[src/hdl/assert_macros.svh]
// Assertion macros shared by the lock finder RTL.
// No dependencies; included by modules that carry concurrent checks.
`ifndef ASSERT_MACROS_SVH
`define ASSERT_MACROS_SVH
`ifndef SYNTHESIS
// Check that expr holds at every clock edge outside reset.
`define ASSERT_ALWAYS(lbl, clk, rstn, expr) \
    lbl: assert property (@(posedge clk) disable iff (!rstn) (expr)) \
        else $error("assertion failed");
// Check that cons holds in the same cycle whenever ante holds.
`define ASSERT_IMPL(lbl, clk, rstn, ante, cons) \
    lbl: assert property (@(posedge clk) disable iff (!rstn) (ante) |-> (cons)) \
        else $error("assertion failed");
// Check that cons holds in the cycle after ante.
`define ASSERT_NEXT(lbl, clk, rstn, ante, cons) \
    lbl: assert property (@(posedge clk) disable iff (!rstn) (ante) |=> (cons)) \
        else $error("assertion failed");
`else
`define ASSERT_ALWAYS(lbl, clk, rstn, expr)
`define ASSERT_IMPL(lbl, clk, rstn, ante, cons)
`define ASSERT_NEXT(lbl, clk, rstn, ante, cons)
`endif
`endif

[src/hdl/llrf_pkg.sv]
// Shared constants and types for the LFSR lock longest-run finder.
// No dependencies; imported by llrf_div and lfsr_lock_longest_run_finder.
package llrf_pkg;

    localparam int DATA_W     = 8;
    localparam int SHIFT_W    = 32;
    localparam int OUT_W      = 32;
    localparam int LANE_CFG_W = 5;
    localparam int CFG_IDX_W  = 1;
    localparam int CFG_DATA_W = 32;

    localparam logic [SHIFT_W-1:0] LFSR_TAPS = 32'h8040_1020;

    // Register indexes on the configuration port
    localparam logic [CFG_IDX_W-1:0] CFG_LANE_COUNT = 1'b0;
    localparam logic [CFG_IDX_W-1:0] CFG_REQUIRED   = 1'b1;

    // Result status codes
    localparam logic [1:0] ST_OK      = 2'd0;
    localparam logic [1:0] ST_NO_LOCK = 2'd1;
    localparam logic [1:0] ST_TOO_FEW = 2'd2;

    typedef struct packed {
        logic busy;
        logic done;
    } t_div_status;

endpackage

[src/hdl/llrf_div.sv]
// Iterative restoring divider, one quotient bit per cycle.
// Depends on llrf_pkg (t_div_status) and assert_macros.svh.
`include "assert_macros.svh"

module llrf_div #(
    parameter int DIVIDEND_W = 32,
    parameter int DIVISOR_W  = 5
) (
    input  logic                     i_clk,
    input  logic                     i_rst_n,
    input  logic                     i_start,
    input  logic [DIVIDEND_W-1:0]    i_dividend,
    input  logic [DIVISOR_W-1:0]     i_divisor,
    output logic [DIVIDEND_W-1:0]    o_quotient,
    output llrf_pkg::t_div_status    o_status
);
    import llrf_pkg::*;

    localparam int CNT_W = $clog2(DIVIDEND_W + 1);

    logic [DIVIDEND_W-1:0] r_quo;
    logic [DIVISOR_W-1:0]  r_rem;
    logic [CNT_W-1:0]      r_cnt;
    logic                  r_busy;
    logic                  r_done;

    logic [DIVISOR_W:0]    w_trial;
    logic [DIVISOR_W:0]    w_diff;
    logic                  w_ge;
    logic [DIVISOR_W-1:0]  w_rem_next;

    always_comb begin
        w_trial    = {r_rem, r_quo[DIVIDEND_W-1]};
        w_diff     = w_trial - {1'b0, i_divisor};
        w_ge       = (w_trial >= {1'b0, i_divisor});
        w_rem_next = w_ge ? w_diff[DIVISOR_W-1:0] : w_trial[DIVISOR_W-1:0];
    end

    always_ff @(posedge i_clk) begin
        if (!i_rst_n) begin
            r_busy <= 1'b0;
            r_done <= 1'b0;
            r_cnt  <= '0;
        end else begin
            r_done <= 1'b0;
            if (i_start) begin
                r_quo  <= i_dividend;
                r_rem  <= '0;
                r_cnt  <= CNT_W'(DIVIDEND_W);
                r_busy <= 1'b1;
            end else if (r_busy) begin
                r_quo <= {r_quo[DIVIDEND_W-2:0], w_ge};
                r_rem <= w_rem_next;
                r_cnt <= r_cnt - CNT_W'(1);
                if (r_cnt == CNT_W'(1)) begin
                    r_busy <= 1'b0;
                    r_done <= 1'b1;
                end
            end
        end
    end

    assign o_quotient    = r_quo;
    assign o_status.busy = r_busy;
    assign o_status.done = r_done;

    `ASSERT_IMPL(a_start_when_free, i_clk, i_rst_n, i_start, !r_busy)

endmodule

[src/hdl/lfsr_lock_longest_run_finder.sv]
// Top level of the LFSR lock longest-run finder: lane sequencer, lane store,
// result register. Depends on llrf_pkg, llrf_div and assert_macros.svh.
//
//  channel  | handshake               | payload
//  ---------+-------------------------+-----------------------------------------
//  input    | i_in_valid / o_in_ready | i_data_byte, i_last_byte
//  result   | o_out_valid/i_out_ready | o_status, o_start_offset, o_sample_count
//  config   | i_cfg_we                | i_cfg_index, i_cfg_data
//
// An ordinary byte first reads its lane from the lane store, then checks the
// prediction and writes the lane back.
// On the last byte of a buffer, S_CHECK tests for a lock; when one is found,
// the bit-serial divider turns the best run into a sample count before S_OUT;
// without a lock it goes straight to S_OUT.
// Reset is synchronous; lane state needs no clearing pass (per-lane valid bits).
// A held result does not block input; only a second result waiting on it does.
`include "assert_macros.svh"

module lfsr_lock_longest_run_finder #(
    parameter int MAX_LANES     = 16,
    parameter int POSITION_BITS = 32
) (
    input  logic                                i_clk,
    input  logic                                i_rst_n,
    input  logic                                i_in_valid,
    output logic                                o_in_ready,
    input  logic [llrf_pkg::DATA_W-1:0]         i_data_byte,
    input  logic                                i_last_byte,
    output logic                                o_out_valid,
    input  logic                                i_out_ready,
    output logic [1:0]                          o_status,
    output logic [llrf_pkg::OUT_W-1:0]          o_start_offset,
    output logic [llrf_pkg::OUT_W-1:0]          o_sample_count,
    input  logic                                i_cfg_we,
    input  logic [llrf_pkg::CFG_IDX_W-1:0]      i_cfg_index,
    input  logic [llrf_pkg::CFG_DATA_W-1:0]     i_cfg_data
);
    import llrf_pkg::*;

    localparam int PB = POSITION_BITS;
    localparam int LW = (MAX_LANES > 1) ? $clog2(MAX_LANES) : 1;
    localparam int NW = $clog2(MAX_LANES + 1);
    localparam int WW = (PB > OUT_W) ? PB : OUT_W;

    typedef enum logic [2:0] {
        S_IDLE,
        S_EVAL,
        S_CHECK,
        S_DIV,
        S_OUT
    } t_state;

    t_state                 r_state;
    logic [LANE_CFG_W-1:0]  r_lane_count;
    logic [OUT_W-1:0]       r_required;

    // lane store
    logic [SHIFT_W-1:0]     r_mem_shift [MAX_LANES];
    logic [PB-1:0]          r_mem_bad   [MAX_LANES];
    logic [MAX_LANES-1:0]   r_lane_vld;
    logic [SHIFT_W-1:0]     r_rd_shift;
    logic [PB-1:0]          r_rd_bad;
    logic                   r_rd_vld;

    logic [LW-1:0]          r_lane_ptr;
    logic [LW-1:0]          r_lane;
    logic                   r_bit;
    logic                   r_last;
    logic [PB-1:0]          r_pos;
    logic [PB-1:0]          r_best_len;
    logic [PB-1:0]          r_best_start;
    logic [PB-1:0]          r_fin_len;
    logic [PB-1:0]          r_fin_start;
    logic                   r_nolock;

    logic                   r_out_valid;
    logic [1:0]             r_status;
    logic [OUT_W-1:0]       r_start_off;
    logic [OUT_W-1:0]       r_sample_cnt;

    logic [PB-1:0]          n_best_len;
    logic [PB-1:0]          n_best_start;

    logic                   w_accept;
    logic [NW-1:0]          w_n;
    logic [PB-1:0]          w_n_pb;
    logic [PB-1:0]          w_n64;
    logic [PB-1:0]          w_n63;
    logic [PB-1:0]          w_n31;
    logic [LW-1:0]          w_lane;
    logic [NW-1:0]          w_lane_inc;
    logic [LW-1:0]          w_next_ptr;
    logic [SHIFT_W-1:0]     w_shift_cur;
    logic [PB-1:0]          w_bad_cur;
    logic                   w_pred;
    logic [SHIFT_W-1:0]     w_shifted;
    logic                   w_fail;
    logic [PB-1:0]          w_run;
    logic                   w_better;
    logic [PB-1:0]          w_bad_new;
    logic                   w_mem_we;
    logic                   w_lock;
    logic                   w_div_start;
    logic [PB-1:0]          w_dividend;
    logic [PB-1:0]          w_quo;
    t_div_status            w_div_sts;
    logic [WW-1:0]          w_quo_w;
    logic [WW-1:0]          w_req_w;
    logic [WW-1:0]          w_start_w;
    logic                   w_out_free;
    logic                   w_out_load;

    assign o_in_ready = (r_state == S_IDLE);
    assign w_accept   = i_in_valid && o_in_ready;
    assign w_mem_we   = (r_state == S_EVAL);
    assign w_out_free = !r_out_valid || i_out_ready;
    assign w_out_load = (r_state == S_OUT) && w_out_free;

    // effective lane count and its small multiples
    always_comb begin
        if (r_lane_count == '0) begin
            w_n = NW'(1);
        end else if (32'(r_lane_count) > MAX_LANES) begin
            w_n = NW'(MAX_LANES);
        end else begin
            w_n = NW'(r_lane_count);
        end
        w_n_pb = PB'(w_n);
        w_n64  = w_n_pb << 6;
        w_n63  = w_n64 - w_n_pb;
        w_n31  = (w_n_pb << 5) - w_n_pb;
    end

    always_comb begin
        w_lane     = (NW'(r_lane_ptr) >= w_n) ? '0 : r_lane_ptr;
        w_lane_inc = NW'(r_lane) + NW'(1);
        w_next_ptr = (w_lane_inc >= w_n) ? '0 : LW'(w_lane_inc);
    end

    // lane check: a lane never written reads as its reset value
    always_comb begin
        w_shift_cur  = r_rd_vld ? r_rd_shift : '0;
        w_bad_cur    = r_rd_vld ? r_rd_bad : PB'(r_lane);
        w_pred       = ^(w_shift_cur & LFSR_TAPS);
        w_shifted    = {w_shift_cur[SHIFT_W-2:0], r_bit};
        w_fail       = (w_pred != r_bit) || (w_shifted == '0);
        w_run        = r_pos - w_bad_cur;
        w_better     = !w_fail && (w_run >= r_best_len);
        w_bad_new    = w_fail ? r_pos : w_bad_cur;
        n_best_len   = w_better ? w_run : r_best_len;
        n_best_start = w_better ? w_bad_cur : r_best_start;
    end

    always_comb begin
        w_lock      = (r_fin_len >= w_n64);
        w_div_start = (r_state == S_CHECK) && w_lock;
        w_dividend  = r_fin_len - w_n63;
        w_quo_w     = WW'(w_quo);
        w_req_w     = WW'(r_required);
        w_start_w   = WW'(r_fin_start);
    end

    llrf_div #(
        .DIVIDEND_W (PB),
        .DIVISOR_W  (NW)
    ) u_div (
        .i_clk      (i_clk),
        .i_rst_n    (i_rst_n),
        .i_start    (w_div_start),
        .i_dividend (w_dividend),
        .i_divisor  (w_n),
        .o_quotient (w_quo),
        .o_status   (w_div_sts)
    );

    always_ff @(posedge i_clk) begin
        if (w_mem_we) begin
            r_mem_shift[r_lane] <= w_shifted;
            r_mem_bad[r_lane]   <= w_bad_new;
        end
        if (w_accept) begin
            r_rd_shift <= r_mem_shift[w_lane];
            r_rd_bad   <= r_mem_bad[w_lane];
        end
    end

    always_ff @(posedge i_clk) begin
        if (!i_rst_n) begin
            r_state      <= S_IDLE;
            r_lane_count <= LANE_CFG_W'(1);
            r_required   <= '0;
            r_lane_vld   <= '0;
            r_rd_vld     <= 1'b0;
            r_lane_ptr   <= '0;
            r_pos        <= '0;
            r_best_len   <= '0;
            r_best_start <= '0;
            r_out_valid  <= 1'b0;
        end else begin
            if (i_cfg_we) begin
                unique case (i_cfg_index)
                    CFG_LANE_COUNT: r_lane_count <= i_cfg_data[LANE_CFG_W-1:0];
                    CFG_REQUIRED:   r_required   <= i_cfg_data[OUT_W-1:0];
                    default:        ;
                endcase
            end

            if (w_out_load) begin
                r_out_valid <= 1'b1;
            end else if (r_out_valid && i_out_ready) begin
                r_out_valid <= 1'b0;
            end

            unique case (r_state)
                S_IDLE: begin
                    if (w_accept) begin
                        r_lane   <= w_lane;
                        r_bit    <= i_data_byte[DATA_W-1];
                        r_last   <= i_last_byte;
                        r_rd_vld <= r_lane_vld[w_lane];
                        r_state  <= S_EVAL;
                    end
                end
                S_EVAL: begin
                    if (r_last) begin
                        // capture the best run, then start a fresh buffer
                        r_fin_len    <= n_best_len;
                        r_fin_start  <= n_best_start;
                        r_lane_vld   <= '0;
                        r_lane_ptr   <= '0;
                        r_pos        <= '0;
                        r_best_len   <= '0;
                        r_best_start <= '0;
                        r_state      <= S_CHECK;
                    end else begin
                        r_lane_vld[r_lane] <= 1'b1;
                        r_lane_ptr         <= w_next_ptr;
                        r_pos              <= r_pos + PB'(1);
                        r_best_len         <= n_best_len;
                        r_best_start       <= n_best_start;
                        r_state            <= S_IDLE;
                    end
                end
                S_CHECK: begin
                    if (w_lock) begin
                        r_nolock    <= 1'b0;
                        r_fin_start <= r_fin_start + w_n31 + PB'(1);
                        r_state     <= S_DIV;
                    end else begin
                        r_nolock <= 1'b1;
                        r_state  <= S_OUT;
                    end
                end
                S_DIV: begin
                    if (w_div_sts.done) begin
                        r_state <= S_OUT;
                    end
                end
                S_OUT: begin
                    // hold until the previous result is taken
                    if (w_out_load) begin
                        if (r_nolock) begin
                            r_status     <= ST_NO_LOCK;
                            r_start_off  <= '0;
                            r_sample_cnt <= '0;
                        end else begin
                            r_status     <= (w_quo_w < w_req_w) ? ST_TOO_FEW : ST_OK;
                            r_start_off  <= w_start_w[OUT_W-1:0];
                            r_sample_cnt <= w_quo_w[OUT_W-1:0];
                        end
                        r_state <= S_IDLE;
                    end
                end
                default: r_state <= S_IDLE;
            endcase
        end
    end

    assign o_out_valid    = r_out_valid;
    assign o_status       = r_status;
    assign o_start_offset = r_start_off;
    assign o_sample_count = r_sample_cnt;

    `ASSERT_NEXT(a_last_clears_stream, i_clk, i_rst_n, (r_state == S_EVAL) && r_last, (r_pos == '0) && (r_best_len == '0) && (r_lane_vld == '0))
    `ASSERT_IMPL(a_result_from_out, i_clk, i_rst_n, $rose(r_out_valid), $past(r_state) == S_OUT)
    `ASSERT_IMPL(a_nolock_fields_zero, i_clk, i_rst_n, r_out_valid && (r_status == ST_NO_LOCK), (r_start_off == '0) && (r_sample_cnt == '0))
    `ASSERT_IMPL(a_div_running, i_clk, i_rst_n, r_state == S_DIV, |w_div_sts)

endmodule

[config.mk]
export PLATFORM = sky130hd
export DESIGN_NAME = lfsr_lock_longest_run_finder
export DESIGN_NICKNAME = d
export VERILOG_FILES = /design/src/hdl/llrf_pkg.sv /design/src/hdl/llrf_div.sv /design/src/hdl/lfsr_lock_longest_run_finder.sv
export VERILOG_INCLUDE_DIRS = /design/src /design/src/hdl
export SDC_FILE = /design/constraint.sdc
export NUM_CORES = 2
export LEC_CHECK = 0
export BUFFER_PORTS_ARGS = -buffer_cell sky130_fd_sc_hd__buf_2
export CORE_MARGIN = 3
export CORE_UTILIZATION = 26
export CTS_CLUSTER_DIAMETER = 60
export DETAILED_ROUTE_END_ITERATION = 10
export PLACE_DENSITY = 0.42
export SLEW_MARGIN = 20
export SYNTH_ARGS = -nofsm -noshare
export SYNTH_HDL_FRONTEND = slang
export SYNTH_SLANG_ARGS = --single-unit
[constraint.sdc]
create_clock -name i_clk -period 15.9 [get_ports i_clk]
set_input_delay 1.59 -clock i_clk [delete_from_list [all_inputs] [get_ports i_clk]]
set_output_delay 1.59 -clock i_clk [all_outputs]
set_load 0.005 [all_outputs]
==> summary.txt <==
CTS
  • Clock Path Buffers: 3
  • Clock root buffer: clkbuf_16
  • H-tree depth: 4
  • Post-CTS Setup Inserts: 0
  • Cts repair resizes: 0
  • Clock Latency Late Sink: 0.84 ns
  • CTS Sinks: 1428
  • Hold buffers post-CTS: 0
  • Clk pin slew, worst setup/hold paths: 0.05 ns
  • TritonCTS clock tree: done
  • CTS buffer count: 171

Setup path
  • CP endpoint: r_fin_start[19]
  • Type of the worst setup path: reg -> reg
  • CP max FO: 61
  • Critical path capture point type: flip-flop
  • Critical Path Source Type: flip-flop
  • FF-to-FF Start: r_rd_vld
  • Critical Path RT: 16.41 ns
  • CP arrival: 8.14 ns
  • Cells on worst reg2reg path: 22
  • Flop-to-flop setup slack: 8.26 ns
  • RR Endpoint: r_fin_start[19]
  • Worst Setup SP: r_rd_vld

Synth
  • Synth cell types: 90
  • Post-Synthesis Cells: 5012
  • Ys flop type: edfxtp_1
  • Share of the synthesized area in the top cell type: 58.3%
  • Ys Warns: 0
  • Largest cells by area after synthesis: edfxtp_1 58%, dfxtp_1 5.1%, mux2_2 5.1%
  • Register area share after synthesis: 63.5%
  • EDFF count, synth: 1262
  • Synth Register Bits: 1428
  • FFs w/ async S/R, synth: 0%
  • Syn_area_per_cell: 13.0 sq um
  • Cell taking the most area after synthesis: edfxtp_1
  • Post-Syn Area: 65000 sq um

Worst hold path
  • Worst Hold Class: reg -> reg

Job
  • MaxCap Viol Count: 0

Floorplanning
  • Die area: 256000 sq um
  • Core area: 247000 sq um
  • IO Count: 115
  • DIE WIDTH: 506 um
  • Row count: 182
  • Initial Utilization: 26.3%
  • Die Span Y: 506 um

Route
  • DRT iter0 DRCs: 3127
  • Drt pass-1 iters: 6
  • DRC viols: 0
  • Vias: 41791
  • Final ANT Viol Nets: 0
  • Drt total wl: 199 mm
  • Via density: 4.86
  • WL per Instance: 23.2 um

Layout
  • Area Overhead vs Synth: 15.7%
  • Share of layout cells above drive strength 1: 15.9%
  • Top Registers: r_mem_bad (512), r_mem_shift (512)
  • Fin nets: 5367
  • Final core occ: 30.4%

Timing
  • Tmin final: 7.64 ns
  • Clock Skew: 0.0868 ns
  • Fin crit share: 48.0%
  • Fmax: 131 MHz
  • Unrepaired setup endpoints after global routing: no
  • Hold WS: 0.444 ns
  • Worst setup margin: 8.26 ns
  • Max-slew violation count: 0
  • Slew HR: 26.0%
  • Hold Fails Final Rpt: 0
  • Slew of the pin with the lowest slew margin: 1.11 ns
  • Setup tns final: 0 ns
  • # setup viols final: 0

Power
  • PwrDens: 115 nW/um^2
  • Worst VDD drop: 0.000101 V
  • Leak: 24.7 nW
  • Overall power: 8.63 mW

GRT
  • Grt ovf: 0
  • Vias in the first global route: 41730
  • Overall routing resource usage: 15.2%
  • Global-route wire length before repair: 291 mm
  • Initial antenna violation count: 10
  • Largest net degree at the start of global routing: 144

Placed design
  • HPWL after detailed placement: 111 mm
  • GP Congestion: 0.775
  • Pre-CTS WS: 8.26 ns
  • IO buf count: 107

Run status
  • Status: complete, no violations
## critical path: stages, from the launching register on
cell	delay (ns)
dfxtp_4	0.40
buf_4	0.75
nand2_1	0.45
ha_1	0.64
and4_1	0.31
nand2b_1	0.07
a211o_2	0.31
a31oi_1	0.36
a311o_1	0.33
nand3_1	0.20
nand2_1	0.12
xnor2_1	0.14
ha_1	0.28
a21o_1	0.17
a21o_1	0.18
a221oi_2	0.43
nand4_1	0.24
o31ai_4	0.23
buf_4	0.46
buf_4	0.50
nor2_1	0.09
a211oi_1	0.49
nor3_1	0.13
## through the flow
| step | cell area [sq um] | cells |
|---|---|---|
| after floorplan | 65100 | 5052 |
| after global placement | 69600 | 8271 |
| after detailed placement | 69600 | 8271 |
| after CTS | 75100 | 8587 |
| after global routing | 75100 | 8588 |
| final | 75200 | 8593 |
## synthesized netlist by cell type, drive strengths merged (42+ instances only)
library cell and instances:
a21boi 43, nor2 224, nor3 58, o21bai 50
dfxtp 166, o211ai 106, nor2b 93, a21oi 333
buf 80, clkbuf 241, a21o 68, a211oi 44
ha 184, xor2 55, inv 156, o21ai 186
nand2 504, xnor2 55, o31ai 53, nand3 42
mux2 307, a221oi 136, mux2i 116, edfxtp 1262
## how the worst min path moves through the flow
| stage | startpoint | endpoint | slack, ns | depth (start not counted) |
|---|---|---|---|---|
| finish | r_best_start[29] | r_best_start[29] | 0.44 | 2 |
| CTS | r_best_start[29] | r_best_start[29] | 0.45 | 2 |
| detailed placement | r_best_start[29] | r_best_start[29] | 0.43 | 2 |
| global route | r_best_start[18] | r_best_start[18] | 0.46 | 2 |
| global placement | r_best_start[29] | r_best_start[29] | 0.43 | 2 |
| floorplan | r_best_start[29] | r_best_start[29] | 0.42 | 2 |
## layout by cell type (no fill, tap or decap), types with 18 or more instances in the layout
cell and n:
edfxtp_1 1262, nand2_1 502, a21oi_1 326, mux2_2 295, nor2_1 209, ha_1 184, clkbuf_16 172, dfxtp_1 161
inv_1 153, o21ai_0 137, a221oi_1 132, buf_4 118, mux2i_1 116, buf_2 107, o211ai_1 106, nor2b_1 92
a21o_1 67, xnor2_1 55, xor2_1 55, nor3_1 53, clkinv_1 50, o31ai_1 50, o21bai_1 49, a211oi_1 43
nand3_1 42, a21boi_0 42, conb_1 42, o21ai_1 41, nand4_1 39, o2111ai_1 39, clkbuf_1 39, and2_1 38
o2bb2ai_1 37, o221ai_1 32, o22ai_1 32, clkinv_2 21, nor4_1 20, and3_1 20, a31oi_1 19, nand2b_1 18
## layout make-up
type,count,area [sq um]
fillers,25002,172000
flip-flops and latches,1428,41200
multi-input cells,3145,22200
clock buffers,213,4480
well taps,3312,4140
repair buffers,228,1480
clock inverters,103,1010
inverters,158,603
diodes,6,15.0
## per-layer routing
layer,wire length (um),vias to the layer above,global-route usage [%]
met2,91700,965,24.4
met3,9470,245,2.54
met1,94400,21214,21.4
li1,-,19365,-
met4,3810,2,3.35
met5,12,-,0
## kinds of logic after synthesis
| logic type | Yosys count | share of synthesized area [%] |
|---|---|---|
| XOR/XNOR | 110 | 1.48 |
| AND/OR/NAND/NOR | 1105 | 7.75 |
| buffers and inverters | 479 | 2.95 |
| multiplexers | 424 | 7.19 |
| adder cells (fa/ha/maj) | 188 | 3.67 |
| flip-flops | 1428 | 63.5 |
| other | 2 | 0.0116 |
| AO/OA/AOI/OAI | 1276 | 13.5 |
## power by group
group          internal (mW)  switching (mW)
Combinational          0.207           0.444
Clock                   2.17            1.63
Sequential              4.14          0.0457
Total                   6.51            2.12
No activity file was read; power rests on OpenSTA's default activity.
